File: src/rtl/pftv_pkg.sv
// Shared types and constants of the pixel flash, tint and vignette pipeline.
// Used by every module under rtl/. No dependencies.
package pftv_pkg;

  // Field and datapath widths
  localparam int unsigned MAX_WIDTH   = 4096;
  localparam int unsigned MAX_HEIGHT  = 4096;
  localparam int unsigned DIM_W       = 13;   // frame size register
  localparam int unsigned COORD_W     = 12;   // pixel column / row
  localparam int unsigned CH_W        = 8;    // one color channel
  localparam int unsigned DIFF_W      = 14;   // doubled coordinate minus size, signed
  localparam int unsigned SQ_W        = 26;   // one squared offset
  localparam int unsigned DIST_W      = 27;   // sum of squared offsets
  localparam int unsigned NORM_W      = 26;   // w*w + h*h
  localparam int unsigned FRAC_W      = 16;
  localparam int unsigned FACT_W      = FRAC_W + 1;   // factor up to 1.0
  localparam int unsigned ADD_W       = CH_W + FRAC_W; // 255 * t
  localparam int unsigned PROD_W      = CH_W + FACT_W;
  localparam int unsigned ROOT_W      = 16;
  localparam int unsigned SREM_W      = ROOT_W + 1;
  localparam int unsigned DIV_STAGES  = 16;   // two quotient bits per stage
  localparam int unsigned ROOT_STAGES = DIV_STAGES + 1;
  localparam int unsigned RECIP_W     = 18;
  localparam int unsigned RECIP_SHIFT = 18;
  localparam int unsigned SCALE_W     = ROOT_W + RECIP_W;

  // Fixed point constants
  localparam logic [FACT_W-1:0]  ONE_Q16    = 17'h10000;
  localparam logic [FACT_W-1:0]  V_FLOOR    = 17'h08000;  // vignette never below 0.5
  localparam logic [4:0]         FLASH_CAP  = 5'd20;
  localparam logic [11:0]        FLASH_STEP = 12'd2313;   // 3*2^16/85, exact up to 20 steps
  localparam logic [FACT_W-1:0]  RED_T_H1   = 17'd14745;  // (1-1/4)*0.3
  localparam logic [FACT_W-1:0]  RED_T_H2   = 17'd9830;   // (1-2/4)*0.3
  localparam logic [RECIP_W-1:0] RECIP_3_5  = 18'd157287; // 3 * (2^18+1)/5

  // Reset values of the registers and what follows from them
  localparam logic [DIM_W-1:0]  RST_FRAME  = 13'd256;
  localparam logic [4:0]        RST_FLASH  = 5'd0;
  localparam logic [3:0]        RST_HEALTH = 4'd4;
  localparam logic [NORM_W-1:0] RST_DIM_SQ = 26'd65536;
  localparam logic [NORM_W-1:0] RST_NORM   = 26'd131072;

  typedef enum logic [1:0] {
    CFG_FRAME_WIDTH  = 2'd0,
    CFG_FRAME_HEIGHT = 2'd1,
    CFG_FLASH_LEVEL  = 2'd2,
    CFG_HEALTH_LEVEL = 2'd3
  } cfg_idx_e;

  typedef struct packed {
    logic [CH_W-1:0] red;
    logic [CH_W-1:0] green;
    logic [CH_W-1:0] blue;
  } pix_t;

  // Settings as the datapath sees them
  typedef struct packed {
    logic [DIM_W-1:0]  width;    // clamped
    logic [DIM_W-1:0]  height;   // clamped
    logic [NORM_W-1:0] norm;     // width^2 + height^2
    logic [FACT_W-1:0] keep;     // 1 - t
    logic [ADD_W-1:0]  add_red;  // 255*t when any blend
    logic [ADD_W-1:0]  add_gb;   // 255*t for white only
    logic              bypass;   // zero health: pixel passes untouched
  } cfg_t;

  // One stage of the ratio / root pipeline
  typedef struct packed {
    logic [NORM_W-1:0] rem;   // division remainder
    logic [1:0]        pair;  // quotient bits made in this stage
    logic [ROOT_W-1:0] root;
    logic [SREM_W-1:0] srem;  // root remainder
    logic              sat;   // distance at or past the frame corner
    pix_t              pix;
  } rr_stage_t;

endpackage

File: src/rtl/pftv_ratio_root.sv
// Pipelined radix-4 divider feeding a digit-by-digit square root:
// root = isqrt(dist * 2^32 / norm). Depends on pftv_pkg.
module pftv_ratio_root import pftv_pkg::*; (
  input  logic              clk_i,
  input  logic              rst_ni,
  input  logic              adv_i,
  input  logic              valid_i,
  input  logic [DIST_W-1:0] dist_i,
  input  logic [NORM_W-1:0] norm_i,
  input  pix_t              pix_i,
  output logic              valid_o,
  output logic [ROOT_W-1:0] root_o,
  output logic              sat_o,
  output pix_t              pix_o
);

  logic [ROOT_STAGES-1:0] v_q;
  rr_stage_t              st_d [ROOT_STAGES];
  rr_stage_t              st_q [ROOT_STAGES];

  always_ff @(posedge clk_i or negedge rst_ni) begin
    if (!rst_ni) begin
      v_q <= '0;
    end else if (adv_i) begin
      v_q <= {v_q[ROOT_STAGES-2:0], valid_i};
    end
  end

  // Stage j makes quotient bits 2j, 2j+1 and runs the root step on the
  // pair made by stage j-1, so the root trails the quotient by one stage.
  always_comb begin
    rr_stage_t         prv;
    logic [NORM_W:0]   t1, t2;
    logic [NORM_W-1:0] r1;
    logic              b1, b0;
    logic [SREM_W+1:0] sr, trial;
    for (int j = 0; j < ROOT_STAGES; j++) begin
      t1    = '0;
      t2    = '0;
      r1    = '0;
      b1    = 1'b0;
      b0    = 1'b0;
      sr    = '0;
      trial = '0;
      if (j == 0) begin
        prv     = '0;
        prv.rem = dist_i[NORM_W-1:0];
        prv.sat = (dist_i >= DIST_W'(norm_i));
        prv.pix = pix_i;
      end else begin
        prv = st_q[j-1];
      end
      st_d[j] = prv;

      if (j < DIV_STAGES) begin
        t1 = {prv.rem, 1'b0};
        b1 = (t1 >= {1'b0, norm_i});
        r1 = b1 ? NORM_W'(t1 - {1'b0, norm_i}) : t1[NORM_W-1:0];
        t2 = {r1, 1'b0};
        b0 = (t2 >= {1'b0, norm_i});
        st_d[j].rem  = b0 ? NORM_W'(t2 - {1'b0, norm_i}) : t2[NORM_W-1:0];
        st_d[j].pair = {b1, b0};
      end else begin
        st_d[j].rem  = '0;
        st_d[j].pair = '0;
      end

      if (j > 0) begin
        sr    = {prv.srem, prv.pair};
        trial = {1'b0, prv.root, 2'b01};
        if (sr >= trial) begin
          st_d[j].srem = SREM_W'(sr - trial);
          st_d[j].root = {prv.root[ROOT_W-2:0], 1'b1};
        end else begin
          st_d[j].srem = sr[SREM_W-1:0];
          st_d[j].root = {prv.root[ROOT_W-2:0], 1'b0};
        end
      end
    end
  end

  always_ff @(posedge clk_i) begin
    if (adv_i) begin
      st_q <= st_d;
    end
  end

  assign valid_o = v_q[ROOT_STAGES-1];
  assign root_o  = st_q[ROOT_STAGES-1].root;
  assign sat_o   = st_q[ROOT_STAGES-1].sat;
  assign pix_o   = st_q[ROOT_STAGES-1].pix;

endmodule

File: config.mk
export PLATFORM = sky130hd
export DESIGN_NAME = pftv_ratio_root
export DESIGN_NICKNAME = d
export VERILOG_FILES = /design/src/rtl/pftv_pkg.sv /design/src/rtl/pftv_ratio_root.sv
export SDC_FILE = /design/constraint.sdc
export NUM_CORES = 2
export LEC_CHECK = 0
export CORE_ASPECT_RATIO = 0.7
export CORE_MARGIN = 5
export CORE_UTILIZATION = 50
export CTS_BUF_LIST = sky130_fd_sc_hd__clkbuf_2 sky130_fd_sc_hd__clkbuf_4 sky130_fd_sc_hd__clkbuf_8
export DETAILED_ROUTE_END_ITERATION = 8
export DONT_BUFFER_PORTS = 1
export HOLD_SLACK_MARGIN = 0.05
export PLACE_DENSITY = 0.68
export REMOVE_ABC_BUFFERS = 1
export SYNTH_ARGS = -nofsm -noshare
export SYNTH_HDL_FRONTEND = slang
export SYNTH_SLANG_ARGS = --single-unit
File: constraint.sdc
create_clock -name clk_i -period 7.31 [get_ports clk_i]
set_input_delay 0 -clock clk_i [delete_from_list [all_inputs] [get_ports clk_i]]
set_output_delay 0 -clock clk_i [all_outputs]
set_load 0.01 [all_outputs]
* Word-level counts from Yosys, hierarchy flattened
Index checks and enable logic that the tools add are counted.
** Cells by class
- $add $sub $neg :: 47
- Multiply operators :: 0
- Div/mod/pow operators :: 0
- Magnitude comparators :: 49
- Eq/ne operators :: 0
- Shift operators :: 0
- Muxes and demuxes :: 47
- Bitwise operators :: 0
- Reduce and logical (&&, ||, !) cells :: 0
** Operators by type and width (number)
- 27-bit by 26-bit >= comparator with 1-bit output :: 33
- 26-bit 2-to-1 mux :: 31
- 26-bit subtractor :: 31
- 18-bit 2-to-1 mux :: 16
- 19-bit by 10-bit >= comparator with 1-bit output :: 1
- 19-bit by 11-bit >= comparator with 1-bit output :: 1
- 19-bit by 12-bit >= comparator with 1-bit output :: 1
- 19-bit by 13-bit >= comparator with 1-bit output :: 1
- 19-bit by 14-bit >= comparator with 1-bit output :: 1
- 19-bit by 15-bit >= comparator with 1-bit output :: 1
- 19-bit by 16-bit >= comparator with 1-bit output :: 1
- 19-bit by 17-bit >= comparator with 1-bit output :: 1
- 19-bit by 3-bit >= comparator with 1-bit output :: 1
- 19-bit by 4-bit >= comparator with 1-bit output :: 1
- 19-bit by 5-bit >= comparator with 1-bit output :: 1
- 19-bit by 6-bit >= comparator with 1-bit output :: 1
- 19-bit by 7-bit >= comparator with 1-bit output :: 1
- 19-bit by 8-bit >= comparator with 1-bit output :: 1
- 19-bit by 9-bit >= comparator with 1-bit output :: 1
- 17-bit by 10-bit subtractor with 17-bit output :: 1
- 17-bit by 11-bit subtractor with 17-bit output :: 1
- 17-bit by 12-bit subtractor with 17-bit output :: 1
- 17-bit by 13-bit subtractor with 17-bit output :: 1
- 17-bit by 14-bit subtractor with 17-bit output :: 1
- other kinds (12) :: 12
** Word-level totals
- Register bits after elaboration :: 1241
- Bits in latches :: 0
- RAM bits :: 0
- Memory bits (read-only) :: 0
- Memories :: 0

* Logic depth before layout (Yosys ltp)
- Word-level depth :: 4
- Gate-level depth with buffers :: 29

* Worst setup path before layout
OpenSTA, ideal clock, no wires.
- Kind :: input to register
- From :: input port norm_i[1]
- To :: register st_q[927] (netlist name) (data pin)
- Library setup time :: 0.260 ns
- Arrival time :: 7.122 ns
- Slack :: -0.072 ns
- Stages :: 26
- Path buffers :: 4
- Cells stage by stage :: buf_1 -> inv_1 -> ha_1 -> nor2b_1 -> o31a_1 -> o32ai_2 -> o311ai_1 -> a31oi_1 -> o211ai_1 -> a211oi_2 -> clkbuf_1 -> clkbuf_1 -> nor2_1 -> ha_1 -> nor2b_1 -> o31a_1 -> o311ai_0 -> nand3b_1 -> nor3b_1 -> o21a_1 -> o41ai_1 -> o31ai_1 -> o31a_1 -> a2111oi_4 -> buf_4 -> mux2_2
** RTL lines
- start, declared :: RTL line pftv_ratio_root.sv:9 : input logic [NORM_W-1:0] norm_i,
- end signal, assigned :: RTL line pftv_ratio_root.sv:84 : st_q <= st_d;
- end, declared :: RTL line pftv_ratio_root.sv:19 : rr_stage_t st_q [ROOT_STAGES];

==> impl_results.md <==
- Status: complete, no violations
- Post-synth cell types: 93
- Crit-path cells: ha_1 > a21oi_1 > o21ai_0 > or3_1 > o211a_1 > a21oi_1 > o21ai_1 > a21oi_1 > a211o_2 > buf_4 > o21ai_0 > ha_1 > and2_1 > and3_1 > a221o_1 > a221o_1 > o21a_1 > o311a_1 > o41a_1 > o21a_1 > a211oi_4 > buf_12 > mux2_2
- First-pass GRT wire length: 402.4 mm
- Rel. slew slack: 10.32%
- Share of flip-flops with an asynchronous set or reset: 1.382%
- Antenna violations before repair: 8
- Final Cycle Share: approximately 95%
- GRT Util Overall: 26.02%
- R2R Path Start: st_q[1271]
- Crit. End Element: flip-flop
- Register area share after synthesis: 39.55%
- Largest net degree at the start of global routing: 226
- Die area: 195200 um^2
- Critical path class: reg -> reg
- Synth area leader: edfxtp_1
- I/O Buffers: 0
- R2R depth: 23
- Die Width: around 530 um
- I/O Pins: roughly 120
- First-pass DRT Iterations: 6
- DIE HEIGHT: 371.2 um
- Post-synth top flop: edfxtp_1
- Number of synthesized flops with an enable pin: 1213
- Setup Skew: 0.07901 ns
- Fmax: between 0.1 and 0.15 GHz
- Syn Area/Cell: just over 10 um^2
- RD Place Congestion: 0.9495
- Ys Warns: 0
- Yosys top cell area share: roughly two fifths
- FP Rows: 132
- CTS tree: done
- Nets: roughly 11000
- Slew @ Worst Pin: between 1 and 1.5 ns
- Placed cell area: between 90000 and 100000 um^2
- Synth Cell Area: between 90000 and 100000 um^2
- WL per Instance: 21.64 um
- Cells after synthesis: 9173
- Most instantiated library cell after synthesis: edfxtp_1
- Synth area leaders: edfxtp_1 39%, ha_1 13%, mux2_2 5.5%
- Synth top cells by count: 1213 x edfxtp_1, 992 x ha_1, 751 x a21oi_1
- CP Buf/Inv Count: 2
- Core area: 185100 um^2
- Largest stage delay, worst path: 0.39 ns
- Synth Register Bits: 1230
- Synth-to-layout area growth: 10.35%
- Clock buffer depth: 4
- Endpoints failing setup: 0
- Total CTS buffers: 205
- ANT nets after route: 0
- Worst hold path type: in -> async
- CP arrival: 7.58 ns
- Worst reg-to-reg setup slack: 0.34 ns
- CP required: just under 8 ns
- Crit path launch type: flip-flop
- CTS Root Cell: clkbuf_8
- Worst-path clk slew: 0.07 ns
- Most used cell, CP: a21oi_1
- Vias in the first global route: 69152
- Detailed Route WL: 262.5 mm
- Filler instances: 15951
- Pins Over Slew Limit: 0
- Fraction of layout cells with a size suffix above 1: a little under an eighth
- CP top delay family: compound AO/OA/AOI/OAI gates
- DRC violation count after routing: 0
- CTS H-tree depth: 4
- CP Max Fanout: 25
- Final Instance Area: around 100000 um^2
- Total grt overflow: 0
- Total number of vias: between 70000 and 80000
- Hold violation count in the final report: 0
- Capturing point of the worst reg2reg path: st_q[1180]
- HPWL after detailed placement: 194.3 mm
- Fin crit period: 6.969 ns
- Max-cap violation count: 0
- Initial Utilization: between 50% and 60%
- Critical-path top delay cell: edfxtp_1
- Vias per cell: 6.054
- DR iter-0 viols: 7379
- Clock Latency Late Sink: ~0.90 ns
- Clk sink count: between 1000 and 1500
area by class of cell:
cell class                      count  area, um^2  area share [%]
Antenna cell                        4       10.01        0.009735
Clock buffer                      252        3193           3.105
Clock inverter                    108       873.3          0.8494
Inverter                          424        1595           1.551
Multi-Input combinational cell   7308       53920           52.44
Sequential cell                  1230       36850           35.84
Tap cell                         2479        3102           3.017
Timing Repair Buffer              323        3274           3.185
per-layer routing:
layer / share of wire [%] / global-route usage (%) / vias to the layer above / wire, um
li1: - / - / 35162 / -
met1: 48 / 39.22 / 34973 / 125100
met2: 41 / 37.85 / 2830 / 107200
met3: 8.6 / 5.078 / 450 / 22600
met4: 2.9 / 7.397 / 6 / 7570
met5: 0.013 / 0 / - / 34
sequential cells by signal, summed over array words and instances (netlist names):
name and cells:
v_q 17, st_d 400, pix_o 24, root_o 16, st_q 772, sat_o 1
cells by family after synthesis:
family / Yosys count / synth area share [%]
buf+inv: 635 / 2.777
fa+ha+maj: 1008 / 13.66
mux: 511 / 6.181
simple gates: 2353 / 12.29
other cells: 1 / 0.004024
compound gates: 2633 / 18.00
flops: 1230 / 39.55
xor+xnor: 802 / 7.538
stage by stage:
step	hold WS, ns	setup slack, ns	TNS (ns)	util (%)	cells
3_5_place_dp	-0.2951	0.3357	0	52.67	11653
4_1_cts	0.05217	0.1564	0	55.50	12122
5_1_grt	0.1108	-0.002592	-0.004603	55.53	12126
3_3_place_gp	-0.2952	0.4140	0	52.67	11653
6_report	0.1415	0.3407	0	55.54	12128
2_1_floorplan	-0.2956	-1.352	-116.90	-	8962
worst max-delay path by stage:
stage                 end  depth (start not counted)       start
3_5_place_dp   st_q[1203]                         24  st_q[1264]
4_1_cts        st_q[1442]                         28   norm_i[1]
5_1_grt        st_q[1181]                         24  st_q[1269]
3_3_place_gp   st_q[1203]                         24  st_q[1266]
6_report       st_q[1180]                         23  st_q[1271]
2_1_floorplan   st_q[670]                         22  norm_i[10]
cells in the final DEF, fill, tap and decap left out, drive strengths merged, types with 118 or more instances in the layout:
cell	count
o21a	197
nand2	586
ha	992
buf	218
nand4	118
nor2	618
nand3	150
inv	425
nand2b	135
a21oi	752
nor2b	148
a21o	406
clkbuf	252
edfxtp	1213
xor2	269
xnor2	533
nor3	204
o21ai	607
mux2	470
timing repair:
item / in CTS / in global routing
buffers inserted: 0 / 2
endpoints found under the hold margin: 437 / 0
gates resized for setup: 0 / 18
hold buffers: 109 / 0
endpoints found under the setup margin: 0 / 92
Power is left out: the tool's default activity adds up to more than one toggle a clock period on the data nets, which glitch-free logic cannot reach.
