### src/rtl/pftv_pkg.sv
// Shared types and constants of the pixel flash, tint and vignette pipeline.
// Used by every module under rtl/. No dependencies.
package pftv_pkg;

  // Field and datapath widths
  localparam int unsigned MAX_WIDTH   = 4096;
  localparam int unsigned MAX_HEIGHT  = 4096;
  localparam int unsigned DIM_W       = 13;   // frame size register
  localparam int unsigned COORD_W     = 12;   // pixel column / row
  localparam int unsigned CH_W        = 8;    // one color channel
  localparam int unsigned DIFF_W      = 14;   // doubled coordinate minus size, signed
  localparam int unsigned SQ_W        = 26;   // one squared offset
  localparam int unsigned DIST_W      = 27;   // sum of squared offsets
  localparam int unsigned NORM_W      = 26;   // w*w + h*h
  localparam int unsigned FRAC_W      = 16;
  localparam int unsigned FACT_W      = FRAC_W + 1;   // factor up to 1.0
  localparam int unsigned ADD_W       = CH_W + FRAC_W; // 255 * t
  localparam int unsigned PROD_W      = CH_W + FACT_W;
  localparam int unsigned ROOT_W      = 16;
  localparam int unsigned SREM_W      = ROOT_W + 1;
  localparam int unsigned DIV_STAGES  = 16;   // two quotient bits per stage
  localparam int unsigned ROOT_STAGES = DIV_STAGES + 1;
  localparam int unsigned RECIP_W     = 18;
  localparam int unsigned RECIP_SHIFT = 18;
  localparam int unsigned SCALE_W     = ROOT_W + RECIP_W;

  // Fixed point constants
  localparam logic [FACT_W-1:0]  ONE_Q16    = 17'h10000;
  localparam logic [FACT_W-1:0]  V_FLOOR    = 17'h08000;  // vignette never below 0.5
  localparam logic [4:0]         FLASH_CAP  = 5'd20;
  localparam logic [11:0]        FLASH_STEP = 12'd2313;   // 3*2^16/85, exact up to 20 steps
  localparam logic [FACT_W-1:0]  RED_T_H1   = 17'd14745;  // (1-1/4)*0.3
  localparam logic [FACT_W-1:0]  RED_T_H2   = 17'd9830;   // (1-2/4)*0.3
  localparam logic [RECIP_W-1:0] RECIP_3_5  = 18'd157287; // 3 * (2^18+1)/5

  // Reset values of the registers and what follows from them
  localparam logic [DIM_W-1:0]  RST_FRAME  = 13'd256;
  localparam logic [4:0]        RST_FLASH  = 5'd0;
  localparam logic [3:0]        RST_HEALTH = 4'd4;
  localparam logic [NORM_W-1:0] RST_DIM_SQ = 26'd65536;
  localparam logic [NORM_W-1:0] RST_NORM   = 26'd131072;

  typedef enum logic [1:0] {
    CFG_FRAME_WIDTH  = 2'd0,
    CFG_FRAME_HEIGHT = 2'd1,
    CFG_FLASH_LEVEL  = 2'd2,
    CFG_HEALTH_LEVEL = 2'd3
  } cfg_idx_e;

  typedef struct packed {
    logic [CH_W-1:0] red;
    logic [CH_W-1:0] green;
    logic [CH_W-1:0] blue;
  } pix_t;

  // Settings as the datapath sees them
  typedef struct packed {
    logic [DIM_W-1:0]  width;    // clamped
    logic [DIM_W-1:0]  height;   // clamped
    logic [NORM_W-1:0] norm;     // width^2 + height^2
    logic [FACT_W-1:0] keep;     // 1 - t
    logic [ADD_W-1:0]  add_red;  // 255*t when any blend
    logic [ADD_W-1:0]  add_gb;   // 255*t for white only
    logic              bypass;   // zero health: pixel passes untouched
  } cfg_t;

  // One stage of the ratio / root pipeline
  typedef struct packed {
    logic [NORM_W-1:0] rem;   // division remainder
    logic [1:0]        pair;  // quotient bits made in this stage
    logic [ROOT_W-1:0] root;
    logic [SREM_W-1:0] srem;  // root remainder
    logic              sat;   // distance at or past the frame corner
    pix_t              pix;
  } rr_stage_t;

endpackage

### src/rtl/pftv_shade.sv
// Vignette factor from the distance ratio and the final channel scaling;
// the last stage is the output register. Depends on pftv_pkg.
module pftv_shade import pftv_pkg::*; (
  input  logic              clk_i,
  input  logic              rst_ni,
  input  logic              adv_i,
  input  logic              valid_i,
  input  logic [ROOT_W-1:0] root_i,
  input  logic              sat_i,
  input  pix_t              pix_i,
  input  logic              bypass_i,
  output logic              valid_o,
  output pix_t              pix_o
);

  logic [2:0]         v_q;
  logic [SCALE_W-1:0] scale_d, scale_q;
  logic               sat1_q;
  pix_t               pix1_q, pix2_q, pix3_d, pix3_q;
  logic [ROOT_W-1:0]  s;
  logic [FACT_W-1:0]  vig_d, vig_q;
  logic [PROD_W-1:0]  o_r, o_g, o_b;

  always_ff @(posedge clk_i or negedge rst_ni) begin
    if (!rst_ni) begin
      v_q <= '0;
    end else if (adv_i) begin
      v_q <= {v_q[1:0], valid_i};
    end
  end

  // s = floor(3*root/5) by reciprocal multiply, exact for 3*root < 2^18
  assign scale_d = SCALE_W'(root_i) * SCALE_W'(RECIP_3_5);
  assign s       = scale_q[RECIP_SHIFT +: ROOT_W];

  always_comb begin
    if (bypass_i)                           vig_d = ONE_Q16;
    else if (sat1_q || s >= ROOT_W'(V_FLOOR)) vig_d = V_FLOOR;
    else                                    vig_d = ONE_Q16 - FACT_W'(s);
  end

  assign o_r          = PROD_W'(pix2_q.red)   * PROD_W'(vig_q);
  assign o_g          = PROD_W'(pix2_q.green) * PROD_W'(vig_q);
  assign o_b          = PROD_W'(pix2_q.blue)  * PROD_W'(vig_q);
  assign pix3_d.red   = o_r[FRAC_W +: CH_W];
  assign pix3_d.green = o_g[FRAC_W +: CH_W];
  assign pix3_d.blue  = o_b[FRAC_W +: CH_W];

  always_ff @(posedge clk_i) begin
    if (adv_i) begin
      scale_q <= scale_d;
      sat1_q  <= sat_i;
      pix1_q  <= pix_i;
      vig_q   <= vig_d;
      pix2_q  <= pix1_q;
      pix3_q  <= pix3_d;
    end
  end

  assign valid_o = v_q[2];
  assign pix_o   = pix3_q;

endmodule

### config.mk
export PLATFORM = sky130hd
export DESIGN_NAME = pftv_shade
export DESIGN_NICKNAME = d
export VERILOG_FILES = /design/src/rtl/pftv_pkg.sv /design/src/rtl/pftv_shade.sv
export SDC_FILE = /design/constraint.sdc
export NUM_CORES = 1
export LEC_CHECK = 0
export ABC_AREA = 1
export BUFFER_PORTS_ARGS = -buffer_cell sky130_fd_sc_hd__buf_2
export CAP_MARGIN = 20
export CELL_PAD_IN_SITES_DETAIL_PLACEMENT = 1
export CELL_PAD_IN_SITES_GLOBAL_PLACEMENT = 2
export CORE_MARGIN = 3
export CORE_UTILIZATION = 35
export CTS_BUF_LIST = sky130_fd_sc_hd__clkbuf_4
export DETAILED_ROUTE_END_ITERATION = 10
export PLACE_DENSITY = 0.87
export SYNTH_ARGS = -nofsm -noshare
export SYNTH_HDL_FRONTEND = slang
export SYNTH_SLANG_ARGS = --single-unit
### constraint.sdc
create_clock -name clk_i -period 5.9 [get_ports clk_i]
set_input_delay 0.59 -clock clk_i [delete_from_list [all_inputs] [get_ports clk_i]]
set_output_delay 0.59 -clock clk_i [all_outputs]
set_load 0.1 [all_outputs]
=== Word-level counts from Yosys, hierarchy flattened ===
Cells that the tools add are included.

* Add/subtract/negate cells: 1
* Multipliers: 4
* $lt $le $gt $ge: 1
* Muxes and demuxes: 1
* Reduce and logical (&&, ||, !) cells: 2

{| class="wikitable"
|+ Operator list
! cell !! count
|-
| 8-bit by 17-bit multiplier with 24-bit output || 3
|-
| 16-bit by 18-bit multiplier with 34-bit output (second input constant) || 1
|-
| 17-bit 2-to-1 mux || 1
|-
| 17-bit by 16-bit subtractor with 17-bit output (first input constant) || 1
|-
| 16-bit greater-or-equal comparator (second input constant) || 1
|-
| 2-bit OR reduction || 1
|-
| 1-bit logical OR || 1
|}

* Bits in registers: 127
* Input bits: 46
* Output and inout port bits: 25
* Logic and storage cells: 23

=== Logic depth before layout (Yosys ltp) ===
* Depth in word-level cells: 3
* Mapped depth: 23
* Mapped depth without buffers: 23

=== Worst setup path before layout ===
No wires, ideal clock.

* Kind: input-to-reg
* From: input root_i[1]
* To: register scale_q[33] (data pin)
* Setup time: 252 ps
* Data arrival time: 4653 ps
* Required time: 5648 ps
* Path slack: 995 ps
* Stages: 20
* Path buffers: 0
* Path through: ha_1 -> fa_1 -> inv_1 -> fa_1 -> inv_1 -> fa_1 -> inv_1 -> fa_1 -> fa_1 -> inv_1 -> ha_1 -> nand2_1 -> nor2_1 -> inv_1 -> nor3_1 -> nand2_1 -> nand2_1 -> nand2_1 -> nand3_1 -> nand2_1

* Word-level cells in the longest chain between the ends: 1

{| class="wikitable"
|+ Ends and longest elaborated chain
! item !! RTL line !! text
|-
| start: declaration || pftv_shade.sv:8 || <nowiki>input logic [ROOT_W-1:0] root_i,</nowiki>
|-
| 16-bit by 18-bit multiplier with 34-bit output || pftv_shade.sv:33 || <nowiki>assign scale_d = SCALE_W'(root_i) * SCALE_W'(RECIP_3_5);</nowiki>
|-
| named net scale_d[33] || pftv_shade.sv:17 || <nowiki>logic [SCALE_W-1:0] scale_d, scale_q;</nowiki>
|-
| end signal: assignment || pftv_shade.sv:51 || <nowiki>scale_q <= scale_d;</nowiki>
|-
| end: declaration || pftv_shade.sv:17 ||
|}

The timed path passes the listed nets, and every way through them passes these cells.
A chain may end at the register's enable or synchronous reset.

=== Worst setup path in the final report ===
* From: register vig_q[4]
* To: register pix3_q (netlist bit pix_o[7]) (data pin)

* Word-level cells in the longest chain between the ends: 1

{| class="wikitable"
|+ Ends and longest elaborated chain
! item !! RTL line !! text
|-
| start: declaration || pftv_shade.sv:21 || <nowiki>logic [FACT_W-1:0] vig_d, vig_q;</nowiki>
|-
| start signal: assignment || pftv_shade.sv:54 || <nowiki>vig_q <= vig_d;</nowiki>
|-
| 8-bit by 17-bit multiplier with 24-bit output || pftv_shade.sv:44 || <nowiki>assign o_b = PROD_W'(pix2_q.blue) * PROD_W'(vig_q);</nowiki>
|-
| named net o_b[23] || pftv_shade.sv:22 || <nowiki>logic [PROD_W-1:0] o_r, o_g, o_b;</nowiki>
|-
| end signal: assignment || pftv_shade.sv:56 || <nowiki>pix3_q <= pix3_d;</nowiki>
|-
| end: declaration || pftv_shade.sv:19 || <nowiki>pix_t pix1_q, pix2_q, pix3_d, pix3_q;</nowiki>
|}

The timed path passes the listed nets, and every way through them passes these cells.

==> results.md <==
* Status: finished clean
* Period utilization at 0.8473
* Achievable frequency at 0.2000 GHz
* R2R setup slack at approximately 0.90 ns
* Layout Nets at 3,530
* Highest metal used: met4
* First-pass GRT wire length at ~100 mm
* Slew @ Worst Pin at between 1 and 1.5 ns
* Fin. Hold Viols at 0
* Setup bufs post-CTS at 0
* Total wire length at between 60 and 70 mm
* Slew Viols, Final at 0
* Max rail drop VDD at around 0.26 mV
* Area of placed instances at 23,360 sq um
* Number of vias per cell at 4.698
* P_int at roughly 3.9 mW
* Hold wc startpoint: pix_i[12]
* Worst r2r src: vig_q[4]
* CP Max Fanout at 20
* Chip width at ~260 um
* Syn_nets at roughly 3,500
* Clk pwr share at 0.046
* Comb pwr share at 0.811
* GP Congestion at 0.8973
* Pwr Density at 414.6 nW/um^2
* Worst Hold Depth at 1
* Vias at between 15,000 and 20,000
* Post-route cell area at 23,550 sq um
* Storage element area at approximately 3300 sq um
* WS Path Type: reg2reg
* Largest stage delay on the critical path at between 1 and 1.5 ns
* Final setup fails at 0
* Worst Hold End: pix1_q[12]
* Vias in the first global route at 20,180
* Crit path capture type: flip-flop
* Total track usage at 0.1907
* Sequential area share after synthesis at 0.1471
* Critical R2R Capture: pix_o[7]
* Worst-Skew Late Latency at ~0.64 ns
* Max-Cap Viols at 0
* Hold Crit Class: in2reg
* Critical path data arrival time at roughly 5.4 ns
* Met2 wire len at between 30 and 40 mm
* Resize count post-CTS at 0
* Asr flop ratio synth at 0.02752
* Ports at between 70 and 80
* H-tree depth at 3
* Iteration-0 DRC Markers at 721
* Layout cells sized above 1 at 0.04553
* CP Cell Sequence: buf_4, nand2_1, inv_1, fa_1, inv_1, fa_1, fa_1, inv_1, fa_1, ha_1, nand2_1, inv_1, a21oi_1, o21ai_1, nor2_1, nand2_1, nand2_1, nand2_1
* # DRC at 0
* Switching Share at 0.5979
* EDFF count, synth at 106
* Reg power frac at 0.143
* Commonest non-fill, non-tap cells in the layout: 855 x inv_1, 755 x nand2_1, 344 x fa_1, 246 x ha_1, 123 x nor2_1
* Most common cell after layout, fill and taps aside: inv_1
* Final Critical Period at approximately 5 ns
* Avg WL per Cell at between 15 and 20 um
* Sink Count at approximately 110
* Core box area at just over 60,000 sq um
* Met1 WL at about 27 mm
* Placement Rows at 91
* Clock-pin slew on the worst setup and hold paths at roughly 0.22 ns
* Worst reg2reg path depth at 18
* Ys Warns at 0
* Ys flop type: edfxtp_1
* Worst Setup SP: vig_q[4]
* Mapped Area at 22,150 sq um
* HPWL after DPL at 51.92 mm
* RSZ-0062 raised after global routing: false
* Pre-Repair DR Iteration Count at 5
* Die Height at between 200 and 300 um
* Synth Instances at about 2,900
* Total clock buffers created by CTS at 9
* Grt ovf at 0
* CP most frequent cell: nand2_1
* Area Overhead vs Synth at 6.298%
* Slowest-stage cell, CP: edfxtp_1
* Startpoint types: flip-flop
* Pin count of the biggest net entering global routing at 61
* Area of the multi-input gates at 15,330 sq um
* CTS Buffer Depth at 2
* Metal3 WL at between 1 and 1.5 mm
* Req. time, crit path at around 6.3 ns
* Cell at the root of the clock tree: clkbuf_4
* Routed Antenna Nets at 0
* Fillers at around 7,800
* Die area at about 66,000 sq um
* Flops & latches, synth at about 110
* Synthesized area per cell at 7.705 sq um
* Cell family with most CP delay: adder cells
* Hold Buf Count CTS at 1
* Total negative slack at 0 ns
* Initial Util at 0.3563
* PortBufs at 70
* Library cells used by synthesis at 38
* CP bufs+invs at 5
* Static Leak at 13.76 nW
* Worst Skew at ~0.042 ns
* Relative slew margins at 0.2280
* Initial antenna violation count at 3
* P_sw at between 5 and 6 mW
* CTS tree: done
cells by family after synthesis:
group                      share of synthesized area
DFF                                           0.1471
adders and majority gates                     0.4498
xor gates and xnor gates                    0.009094
and+or+nand+nor                               0.1815
muxes                                      0.0005083
buffers and inverters                         0.1609
AOI/OAI and AO/OA                            0.05117
metal layers:
layer | global-route usage | vias up
met1 | 0.2384 | 8873
met4 | 0.04666 | 0
met2 | 0.3530 | 197
met3 | 0.01765 | 59
li1 | - | 8440
met5 | 0 | -
worst max path at each step:
stage | end | slack, ns | cells after the start
4_1_cts | pix_o[7] | 0.87 | 16
2_1_floorplan | scale_q[33] | 1.0 | 20
6_report | pix_o[7] | 0.90 | 18
3_3_place_gp | scale_q[33] | 0.55 | 21
5_1_grt | pix_o[7] | 0.55 | 16
3_5_place_dp | scale_q[32] | 0.39 | 23
synth_stat cells (4+ instances only):
| cell | count | area share |
|---|---|---|
| a31oi_1 | 6 | 0.0017 |
| nand4_1 | 19 | 0.0054 |
| nor2_2 | 5 | 0.0014 |
| nor3_2 | 4 | 0.0018 |
| a21oi_1 | 97 | 0.022 |
| o21ai_1 | 5 | 0.0011 |
| nand2_2 | 6 | 0.0017 |
| o21ai_0 | 48 | 0.011 |
| xnor2_1 | 9 | 0.0036 |
| buf_2 | 7 | 0.0016 |
| inv_1 | 855 | 0.14 |
| o21bai_1 | 16 | 0.0054 |
| xor2_1 | 14 | 0.0055 |
| ha_1 | 246 | 0.14 |
| a21o_1 | 16 | 0.0054 |
| nand3_1 | 68 | 0.015 |
| a21boi_0 | 8 | 0.0027 |
| edfxtp_1 | 106 | 0.14 |
| nand2_1 | 755 | 0.13 |
| fa_1 | 344 | 0.31 |
| nor3_1 | 18 | 0.0041 |
| clkbuf_1 | 72 | 0.012 |
| inv_2 | 6 | 0.0010 |
| nor2_1 | 123 | 0.021 |
power groups by stage:
| stage | clock network [mW] | registers, mW | logic [mW] |
|---|---|---|---|
| 6_report | 0.449 | 1.39 | 7.92 |
| 5_1_grt | 0.502 | 1.42 | 9.10 |
| 4_1_cts | 0.476 | 1.40 | 8.03 |
| 3_5_place_dp | 0 | 1.42 | 7.97 |
| 3_3_place_gp | 0 | 1.41 | 7.73 |
| 2_1_floorplan | 0 | 1.82 | 5.34 |
metrics by stage:
stage                     std cells    util  hold slack (ns)  setup WS [ns]  total power, mW
after CTS                      3735  0.3784          0.01884         0.8709            9.900
after detailed placement       3718  0.3758           0.3901         0.3864            9.386
final                          3740  0.3788          0.09659         0.9009            9.763
after global routing           3739  0.3787          0.04706         0.5492            11.02
after floorplan                2875       -           0.2944         0.9950            7.163
after global placement         3718  0.3758           0.3842         0.5517            9.138
registers in the layout, summed over array words and instances, names as in the netlist:
register	cells
pix1_q	24
pix2_q	24
pix_o	24
sat1_q	1
scale_q	16
v_q	3
vig_q	17
final cells by class:
| class | count | share of cell area |
|---|---|---|
| Multi-Input combinational cell | 1822 | 0.6511 |
| Sequential cell | 109 | 0.1384 |
| Inverter | 861 | 0.1372 |
| Tap cell | 837 | 0.04447 |
| Timing Repair Buffer | 91 | 0.02210 |
| Clock inverter | 7 | 0.003454 |
| Clock buffer | 9 | 0.002869 |
| Antenna cell | 4 | 0.0004251 |
Note: power is estimated with default switching activity, not from simulation.
