==> src/rtl/pftv_pkg.sv <==
// Shared types and constants of the pixel flash, tint and vignette pipeline.
// Used by every module under rtl/. No dependencies.
package pftv_pkg;

  // Field and datapath widths
  localparam int unsigned MAX_WIDTH   = 4096;
  localparam int unsigned MAX_HEIGHT  = 4096;
  localparam int unsigned DIM_W       = 13;   // frame size register
  localparam int unsigned COORD_W     = 12;   // pixel column / row
  localparam int unsigned CH_W        = 8;    // one color channel
  localparam int unsigned DIFF_W      = 14;   // doubled coordinate minus size, signed
  localparam int unsigned SQ_W        = 26;   // one squared offset
  localparam int unsigned DIST_W      = 27;   // sum of squared offsets
  localparam int unsigned NORM_W      = 26;   // w*w + h*h
  localparam int unsigned FRAC_W      = 16;
  localparam int unsigned FACT_W      = FRAC_W + 1;   // factor up to 1.0
  localparam int unsigned ADD_W       = CH_W + FRAC_W; // 255 * t
  localparam int unsigned PROD_W      = CH_W + FACT_W;
  localparam int unsigned ROOT_W      = 16;
  localparam int unsigned SREM_W      = ROOT_W + 1;
  localparam int unsigned DIV_STAGES  = 16;   // two quotient bits per stage
  localparam int unsigned ROOT_STAGES = DIV_STAGES + 1;
  localparam int unsigned RECIP_W     = 18;
  localparam int unsigned RECIP_SHIFT = 18;
  localparam int unsigned SCALE_W     = ROOT_W + RECIP_W;

  // Fixed point constants
  localparam logic [FACT_W-1:0]  ONE_Q16    = 17'h10000;
  localparam logic [FACT_W-1:0]  V_FLOOR    = 17'h08000;  // vignette never below 0.5
  localparam logic [4:0]         FLASH_CAP  = 5'd20;
  localparam logic [11:0]        FLASH_STEP = 12'd2313;   // 3*2^16/85, exact up to 20 steps
  localparam logic [FACT_W-1:0]  RED_T_H1   = 17'd14745;  // (1-1/4)*0.3
  localparam logic [FACT_W-1:0]  RED_T_H2   = 17'd9830;   // (1-2/4)*0.3
  localparam logic [RECIP_W-1:0] RECIP_3_5  = 18'd157287; // 3 * (2^18+1)/5

  // Reset values of the registers and what follows from them
  localparam logic [DIM_W-1:0]  RST_FRAME  = 13'd256;
  localparam logic [4:0]        RST_FLASH  = 5'd0;
  localparam logic [3:0]        RST_HEALTH = 4'd4;
  localparam logic [NORM_W-1:0] RST_DIM_SQ = 26'd65536;
  localparam logic [NORM_W-1:0] RST_NORM   = 26'd131072;

  typedef enum logic [1:0] {
    CFG_FRAME_WIDTH  = 2'd0,
    CFG_FRAME_HEIGHT = 2'd1,
    CFG_FLASH_LEVEL  = 2'd2,
    CFG_HEALTH_LEVEL = 2'd3
  } cfg_idx_e;

  typedef struct packed {
    logic [CH_W-1:0] red;
    logic [CH_W-1:0] green;
    logic [CH_W-1:0] blue;
  } pix_t;

  // Settings as the datapath sees them
  typedef struct packed {
    logic [DIM_W-1:0]  width;    // clamped
    logic [DIM_W-1:0]  height;   // clamped
    logic [NORM_W-1:0] norm;     // width^2 + height^2
    logic [FACT_W-1:0] keep;     // 1 - t
    logic [ADD_W-1:0]  add_red;  // 255*t when any blend
    logic [ADD_W-1:0]  add_gb;   // 255*t for white only
    logic              bypass;   // zero health: pixel passes untouched
  } cfg_t;

  // One stage of the ratio / root pipeline
  typedef struct packed {
    logic [NORM_W-1:0] rem;   // division remainder
    logic [1:0]        pair;  // quotient bits made in this stage
    logic [ROOT_W-1:0] root;
    logic [SREM_W-1:0] srem;  // root remainder
    logic              sat;   // distance at or past the frame corner
    pix_t              pix;
  } rr_stage_t;

endpackage

==> src/rtl/pftv_front.sv <==
// Front stages: centre offsets, squared distance and the color blend.
// Depends on pftv_pkg.
module pftv_front import pftv_pkg::*; (
  input  logic               clk_i,
  input  logic               rst_ni,
  input  logic               adv_i,
  input  logic               valid_i,
  input  logic [COORD_W-1:0] pixel_x_i,
  input  logic [COORD_W-1:0] pixel_y_i,
  input  pix_t               pix_i,
  input  cfg_t               cfg_i,
  output logic               valid_o,
  output logic [DIST_W-1:0]  dist_o,
  output pix_t               pix_o
);

  logic [2:0] v_q;

  // stage 1
  logic signed [DIFF_W-1:0] dx_d, dy_d, dx_q, dy_q;
  pix_t                     pix1_q;
  // stage 2
  logic signed [2*DIFF_W-1:0] sqx, sqy;
  logic [SQ_W-1:0]            dx2_q, dy2_q;
  logic [PROD_W-1:0]          pr_r_d, pr_g_d, pr_b_d, pr_r_q, pr_g_q, pr_b_q;
  // stage 3
  logic [PROD_W-1:0] sum_r, sum_g, sum_b;
  logic [DIST_W-1:0] dist_d, dist_q;
  pix_t              pix3_d, pix3_q;

  always_ff @(posedge clk_i or negedge rst_ni) begin
    if (!rst_ni) begin
      v_q <= '0;
    end else if (adv_i) begin
      v_q <= {v_q[1:0], valid_i};
    end
  end

  // doubled coordinates: 2x - w
  assign dx_d = $signed({1'b0, pixel_x_i, 1'b0}) - $signed({1'b0, cfg_i.width});
  assign dy_d = $signed({1'b0, pixel_y_i, 1'b0}) - $signed({1'b0, cfg_i.height});

  assign sqx    = (2*DIFF_W)'(dx_q) * (2*DIFF_W)'(dx_q);
  assign sqy    = (2*DIFF_W)'(dy_q) * (2*DIFF_W)'(dy_q);
  assign pr_r_d = PROD_W'(pix1_q.red)   * PROD_W'(cfg_i.keep);
  assign pr_g_d = PROD_W'(pix1_q.green) * PROD_W'(cfg_i.keep);
  assign pr_b_d = PROD_W'(pix1_q.blue)  * PROD_W'(cfg_i.keep);

  assign sum_r        = pr_r_q + PROD_W'(cfg_i.add_red);
  assign sum_g        = pr_g_q + PROD_W'(cfg_i.add_gb);
  assign sum_b        = pr_b_q + PROD_W'(cfg_i.add_gb);
  assign pix3_d.red   = sum_r[FRAC_W +: CH_W];
  assign pix3_d.green = sum_g[FRAC_W +: CH_W];
  assign pix3_d.blue  = sum_b[FRAC_W +: CH_W];
  assign dist_d       = DIST_W'(dx2_q) + DIST_W'(dy2_q);

  always_ff @(posedge clk_i) begin
    if (adv_i) begin
      dx_q   <= dx_d;
      dy_q   <= dy_d;
      pix1_q <= pix_i;
      dx2_q  <= sqx[SQ_W-1:0];
      dy2_q  <= sqy[SQ_W-1:0];
      pr_r_q <= pr_r_d;
      pr_g_q <= pr_g_d;
      pr_b_q <= pr_b_d;
      dist_q <= dist_d;
      pix3_q <= pix3_d;
    end
  end

  assign valid_o = v_q[2];
  assign dist_o  = dist_q;
  assign pix_o   = pix3_q;

endmodule

==> config.mk <==
export PLATFORM = sky130hd
export DESIGN_NAME = pftv_front
export DESIGN_NICKNAME = d
export VERILOG_FILES = /design/src/rtl/pftv_pkg.sv /design/src/rtl/pftv_front.sv
export SDC_FILE = /design/constraint.sdc
export NUM_CORES = 2
export LEC_CHECK = 0
export BUFFER_PORTS_ARGS = -buffer_cell sky130_fd_sc_hd__buf_4
export CAP_MARGIN = 20
export CORE_MARGIN = 4
export CORE_UTILIZATION = 50
export DETAILED_ROUTE_END_ITERATION = 12
export PLACE_DENSITY = 0.68
export SYNTH_ARGS = -nofsm -noshare
export SYNTH_HDL_FRONTEND = slang
export SYNTH_SLANG_ARGS = --single-unit
==> constraint.sdc <==
create_clock -name clk_i -period 11.48 [get_ports clk_i]
set_input_delay 1.148 -clock clk_i [delete_from_list [all_inputs] [get_ports clk_i]]
set_output_delay 1.148 -clock clk_i [all_outputs]
set_load 0.03 [all_outputs]
**Word level (Yosys, flattened, before mapping)**

Index checks and enable logic that the tools add are counted.

- Bits in registers: 230
- Input bits: 170
- Output and inout bits: 52
- Word-level logic and storage cells: 26

- Add/subtract/negate cells: 6
- Multiply operators: 5

Operator list:

| cell | count |
|---|---|
| 24-bit adder | 3 |
| 8-bit by 17-bit multiplier with 24-bit output | 3 |
| 14-bit by 14-bit multiplier with 26-bit output | 2 |
| 13-bit by 13-bit subtractor with 14-bit output | 2 |
| 26-bit by 26-bit adder with 27-bit output | 1 |

**Depth between registers and ports, before layout**

- Depth after elaboration: 1
- Mapped depth: 25
- Depth with buffers taken out: 24

**Least setup slack after synthesis**

Ideal clock, no wire load.

- Path kind: register -> register
- Start: register dx_q[4]
- End: register dx2_q[25] (data pin)
- Library setup time: 0.260 ns
- Arrival: 6.117 ns
- Data required time: 11.220 ns
- Slack: 5.103 ns
- Cell stages (with the launch flop): 24
- Buffers on the path: 1
- Period minus slack after synthesis: 6.377 ns
- Cells stage by stage: edfxtp_1 -> clkbuf_1 -> nand2_1 -> fa_1 -> inv_1 -> fa_1 -> fa_1 -> inv_1 -> fa_1 -> inv_1 -> fa_1 -> inv_1 -> fa_1 -> inv_1 -> ha_1 -> or3_1 -> o21ba_2 -> o31ai_1 -> o41ai_4 -> o21ai_2 -> a311o_1 -> a21oi_2 -> a21oi_1 -> xnor2_1

- Word-level cells in the longest chain between the ends: 1

RTL lines:

| element | line | text |
|---|---|---|
| from (decl) | pftv_front.sv:20 | `logic signed [DIFF_W-1:0] dx_d, dy_d, dx_q, dy_q;` |
| from (signal assigned) | pftv_front.sv:59 | `dx_q <= dx_d;` |
| 14-bit by 14-bit multiplier with 26-bit output | pftv_front.sv:43 | `assign sqx = (2*DIFF_W)'(dx_q) * (2*DIFF_W)'(dx_q);` |
| named net sqx[25] | pftv_front.sv:23 | `logic signed [2*DIFF_W-1:0] sqx, sqy;` |
| to (signal assigned) | pftv_front.sv:62 | `dx2_q <= sqx[SQ_W-1:0];` |
| to (decl) | pftv_front.sv:24 | `logic [SQ_W-1:0] dx2_q, dy2_q;` |

The timed path passes the listed nets, and every way through them passes these cells.
A chain may end at the register's enable or synchronous reset.

**Worst setup path after layout**

- Start: register dx_q[4]
- End: register dx2_q[24] (data pin)

Same word-level chain as after synthesis.

==> results.yml <==
status:
  status: "completed"
final_layout:
  fin_cells: 4568
  finalNetCount: 4751
  area_delta_synth_final_pct: 9.37
  final_layout_size_suffix_gt1_share_pct: 7.59
  utilization_pct: 55.5
  post-route-cell-area_sq_um: 38300
yosys:
  mean_cell_area_of_the_mapped_netlist_sq_um: 10.1
  cell_variety_after_synth: 66
  postSynth.asyncResetShare_pct: 1.32
  most_used_flip_flop_cell_after_synthesis: "sky130_fd_sc_hd__edfxtp_1"
  yosys_register_bits: 228
  cell_count_after_synthesis: 3480
  ys.warnings.count: 0
  synthesis.nets: 4616
  synth-seq-area-share_pct: 19.5
  synth-edff-count: 225
  syn-cell-area_sq_um: 35000
die:
  io_pins: 222
  rows: 96
  die_height_um: 273
  die_width_um: 273
  floorplan.core_area_sq_um: 69100
  fp.dieArea_sq_um: 74300
  start_util_pct: 50.7
critical_path:
  register_to_register_path_setup_slack_ns: 4.54
  start_kind: "flop"
  endpoint_kind: "flop"
  cp.required_ns: 11.78
  critPathArrivalTime_ns: 7.24
  worst_path_most_repeated_cell: "sky130_fd_sc_hd__fa_1"
  setup.worst_path.class: "flop to flop"
  worstPathCellList: "nand2_1, fa_1, inv_1, fa_1, fa_1, inv_1, fa_1, inv_1, fa_1, inv_1, fa_1, inv_1, ha_1, or3_1, nand2b_1, o211ai_1, o21ai_0, o31ai_1, o22ai_1, nor4_1, nor3_1, xor2_1"
  crit_path_top_delay_cell: "sky130_fd_sc_hd__edfxtp_1"
  critical_path_peak_fanout: 18
  worst_stage_delay_on_the_critical_path_ns: 0.79
  path_buf_inv: 5
  crit_family: "adder cells"
drt:
  routed-via-count: 23300
  routed_wire_length_um: 70200
  viasPerCell: 5.10
  drt_pre_antenna_iters: 5
  violation_count_after_the_first_detailed_route_iteration: 997
  route.detailed.drc: 0
  wl_per_cell_um: 15.4
  detail-route-antenna-nets: 0
place:
  detailed_place.area_sq_um: 37300
  port_buffers: 194
  place_inst: 4515
  finalWeightedCongestion: 0.839
  detailed_place_hpwl_um: 56100
sta:
  final.setup.tns_ns: 0
  final.setup_skew_ns: 0.0125
  fmaxAchievable_mhz: 144
  maxSlewViolCount: 0
  worst-slew-pin-transition_ns: 1.02
  final_min_period_over_clock_period_pct: 60.5
  setup-violations-final: 0
  final_period_minus_worst_setup_slack_ns: 6.94
  timing.max_slew.rel_slack_pct: 32.0
  endpoints_failing_hold: 0
  rsz0062_at_grt: "false"
min_path:
  timing.hold.worst.class: "input port to asynchronous set/reset pin"
global_route:
  grt_antenna_before_repair: 1
  via_count_of_the_first_global_routing_pass: 25300
  global_route.overflow_total: 0
  grt_start_max_net_pins: 85
  grt_first_pass_wirelength_um: 121000
  tot_gr_track_use_pct: 19.7
cts:
  post_cts_resized: 0
  num_cts_buffers: 29
  cts_hold_buffers: 0
  cts_tree: "done"
  cts.repair_timing.setup_buffer_count: 0
  clock_sinks: 228
  cts.reportedPaths.clkPinSlew_ns: 0.06
  buffer_depth_of_the_longest_clock_path: 3
  clock-root-buffer: "sky130_fd_sc_hd__clkbuf_16"
  clkLatencyLatePin_ns: 0.57
  cts-htree-levels: 1
flow_run:
  drv.max_cap_violation_count: 0
-- layout by cell type, fill, tap and decap left out, types with 38 or more instances in the layout --
master	count
sky130_fd_sc_hd__nand2_1	366
sky130_fd_sc_hd__nor2_1	154
sky130_fd_sc_hd__and2_1	256
sky130_fd_sc_hd__a21o_1	42
sky130_fd_sc_hd__o21ai_0	50
sky130_fd_sc_hd__inv_1	696
sky130_fd_sc_hd__xnor2_1	163
sky130_fd_sc_hd__a21oi_1	103
sky130_fd_sc_hd__fa_1	590
sky130_fd_sc_hd__nor2b_1	38
sky130_fd_sc_hd__ha_1	376
sky130_fd_sc_hd__xor2_1	43
sky130_fd_sc_hd__buf_4	196
sky130_fd_sc_hd__edfxtp_1	225
-- cell usage after synthesis, drive strengths merged, types with 4 or more instances --
cell | n | area, sq um
a211o | 4 | 35.0
a211oi | 15 | 118
a21boi | 11 | 82.6
a21o | 42 | 315
a21oi | 106 | 542
a311o | 4 | 40.0
a31o | 9 | 78.8
a31oi | 7 | 43.8
a41o | 6 | 60.1
and2 | 256 | 1600
and3 | 13 | 81.3
clkbuf | 93 | 349
edfxtp | 225 | 6760
fa | 590 | 11800
ha | 376 | 4700
inv | 696 | 2610
mux2 | 5 | 56.3
nand2 | 366 | 1370
nand2b | 21 | 131
nand3 | 23 | 115
nand4 | 5 | 31.3
nor2 | 154 | 578
nor2b | 38 | 238
nor3 | 32 | 160
o211ai | 8 | 60.1
o21a | 31 | 233
o21ai | 53 | 269
o21bai | 10 | 75.1
o22ai | 5 | 31.3
o31a | 4 | 35.0
o31ai | 7 | 52.6
or2 | 11 | 68.8
or3 | 10 | 62.6
xnor2 | 163 | 1430
xor2 | 43 | 377
-- path summary, 6_finish.rpt --
kind,cells past startpoint,start,end
worst max-delay path,22,dx_q[4]$_DFFE_PP_,dx2_q[24]$_DFFE_PP_
worst min-delay path,1,rst_ni,v_q[0]$_DFFE_PN0P_
worst max register to register,22,dx_q[4]$_DFFE_PP_,dx2_q[24]$_DFFE_PP_
worst min register to register,1,v_q[1]$_DFFE_PN0P_,v_q[1]$_DFFE_PN0P_
max in group asynchronous,1,rst_ni,v_q[2]$_DFFE_PN0P_
min in group clk_i,1,v_q[1]$_DFFE_PN0P_,v_q[1]$_DFFE_PN0P_
-- cell families (layout without fill, tap and decap cells) --
family / after synthesis / in the layout / share of synthesized area (%)
muxes: 7 / 7 / 0.218
xor gates and xnor gates: 206 / 206 / 5.15
adders and majority gates: 966 / 966 / 47.2
and+or+nand+nor: 937 / 937 / 12.9
buffers and inverters: 790 / 946 / 8.47
other: 0 / 1 / 0
DFF: 228 / 228 / 19.5
AOI/OAI and AO/OA: 346 / 346 / 6.65
-- final cells by class --
| cell class | instances | area (sq um) |
|---|---|---|
| multi-input combinational | 2462 | 25200 |
| sequential | 228 | 6830 |
| clock inverter | 21 | 245 |
| fill | 6128 | 30800 |
| antenna | 1 | 2.50 |
| timing repair buffer | 197 | 1490 |
| inverter | 697 | 2620 |
| tap | 931 | 1160 |
| clock buffer | 31 | 733 |
-- worst register-to-register path: stages (launching register included) --
cell and delay [ns]:
sky130_fd_sc_hd__edfxtp_1 0.79, sky130_fd_sc_hd__nand2_1 0.18, sky130_fd_sc_hd__fa_1 0.56, sky130_fd_sc_hd__inv_1 0.07
sky130_fd_sc_hd__fa_1 0.48, sky130_fd_sc_hd__fa_1 0.51, sky130_fd_sc_hd__inv_1 0.05, sky130_fd_sc_hd__fa_1 0.53
sky130_fd_sc_hd__inv_1 0.05, sky130_fd_sc_hd__fa_1 0.48, sky130_fd_sc_hd__inv_1 0.05, sky130_fd_sc_hd__fa_1 0.47
sky130_fd_sc_hd__inv_1 0.04, sky130_fd_sc_hd__ha_1 0.21, sky130_fd_sc_hd__or3_1 0.39, sky130_fd_sc_hd__nand2b_1 0.15
sky130_fd_sc_hd__o211ai_1 0.40, sky130_fd_sc_hd__o21ai_0 0.22, sky130_fd_sc_hd__o31ai_1 0.41, sky130_fd_sc_hd__o22ai_1 0.19
sky130_fd_sc_hd__nor4_1 0.19, sky130_fd_sc_hd__nor3_1 0.10, sky130_fd_sc_hd__xor2_1 0.15
-- per-stage QoR --
step / setup WS, ns / hold WS (ns)
final: 4.54 / 0.363
after global routing: 4.11 / 0.324
after CTS: 4.55 / 0.316
after detailed placement: 4.58 / 0.498
after global placement: 4.57 / 0.491
after floorplan: 5.10 / 0.475
-- routing by layer --
metal / part of all wire, % / global-route usage [%] / vias to the layer above
met1: 40 / 23.9 / 11700
met4: 2.1 / 4.08 / 0
li1: - / - / 11200
met3: 3.4 / 2.23 / 82
met5: 0 / 0 / -
met2: 54 / 37.7 / 330
-- flip-flops by register name, indices dropped and copies added (netlist names) --
name    count
pix_o      24
dx_q       14
pr_g_q     24
pr_b_q     24
pr_r_q     24
dx2_q      25
dist_o     27
dy2_q      25
v_q         3
dy_q       14
pix1_q     24
Power is left out: the tool's default activity adds up to more than one toggle a clock period on the data nets, which glitch-free logic cannot reach.
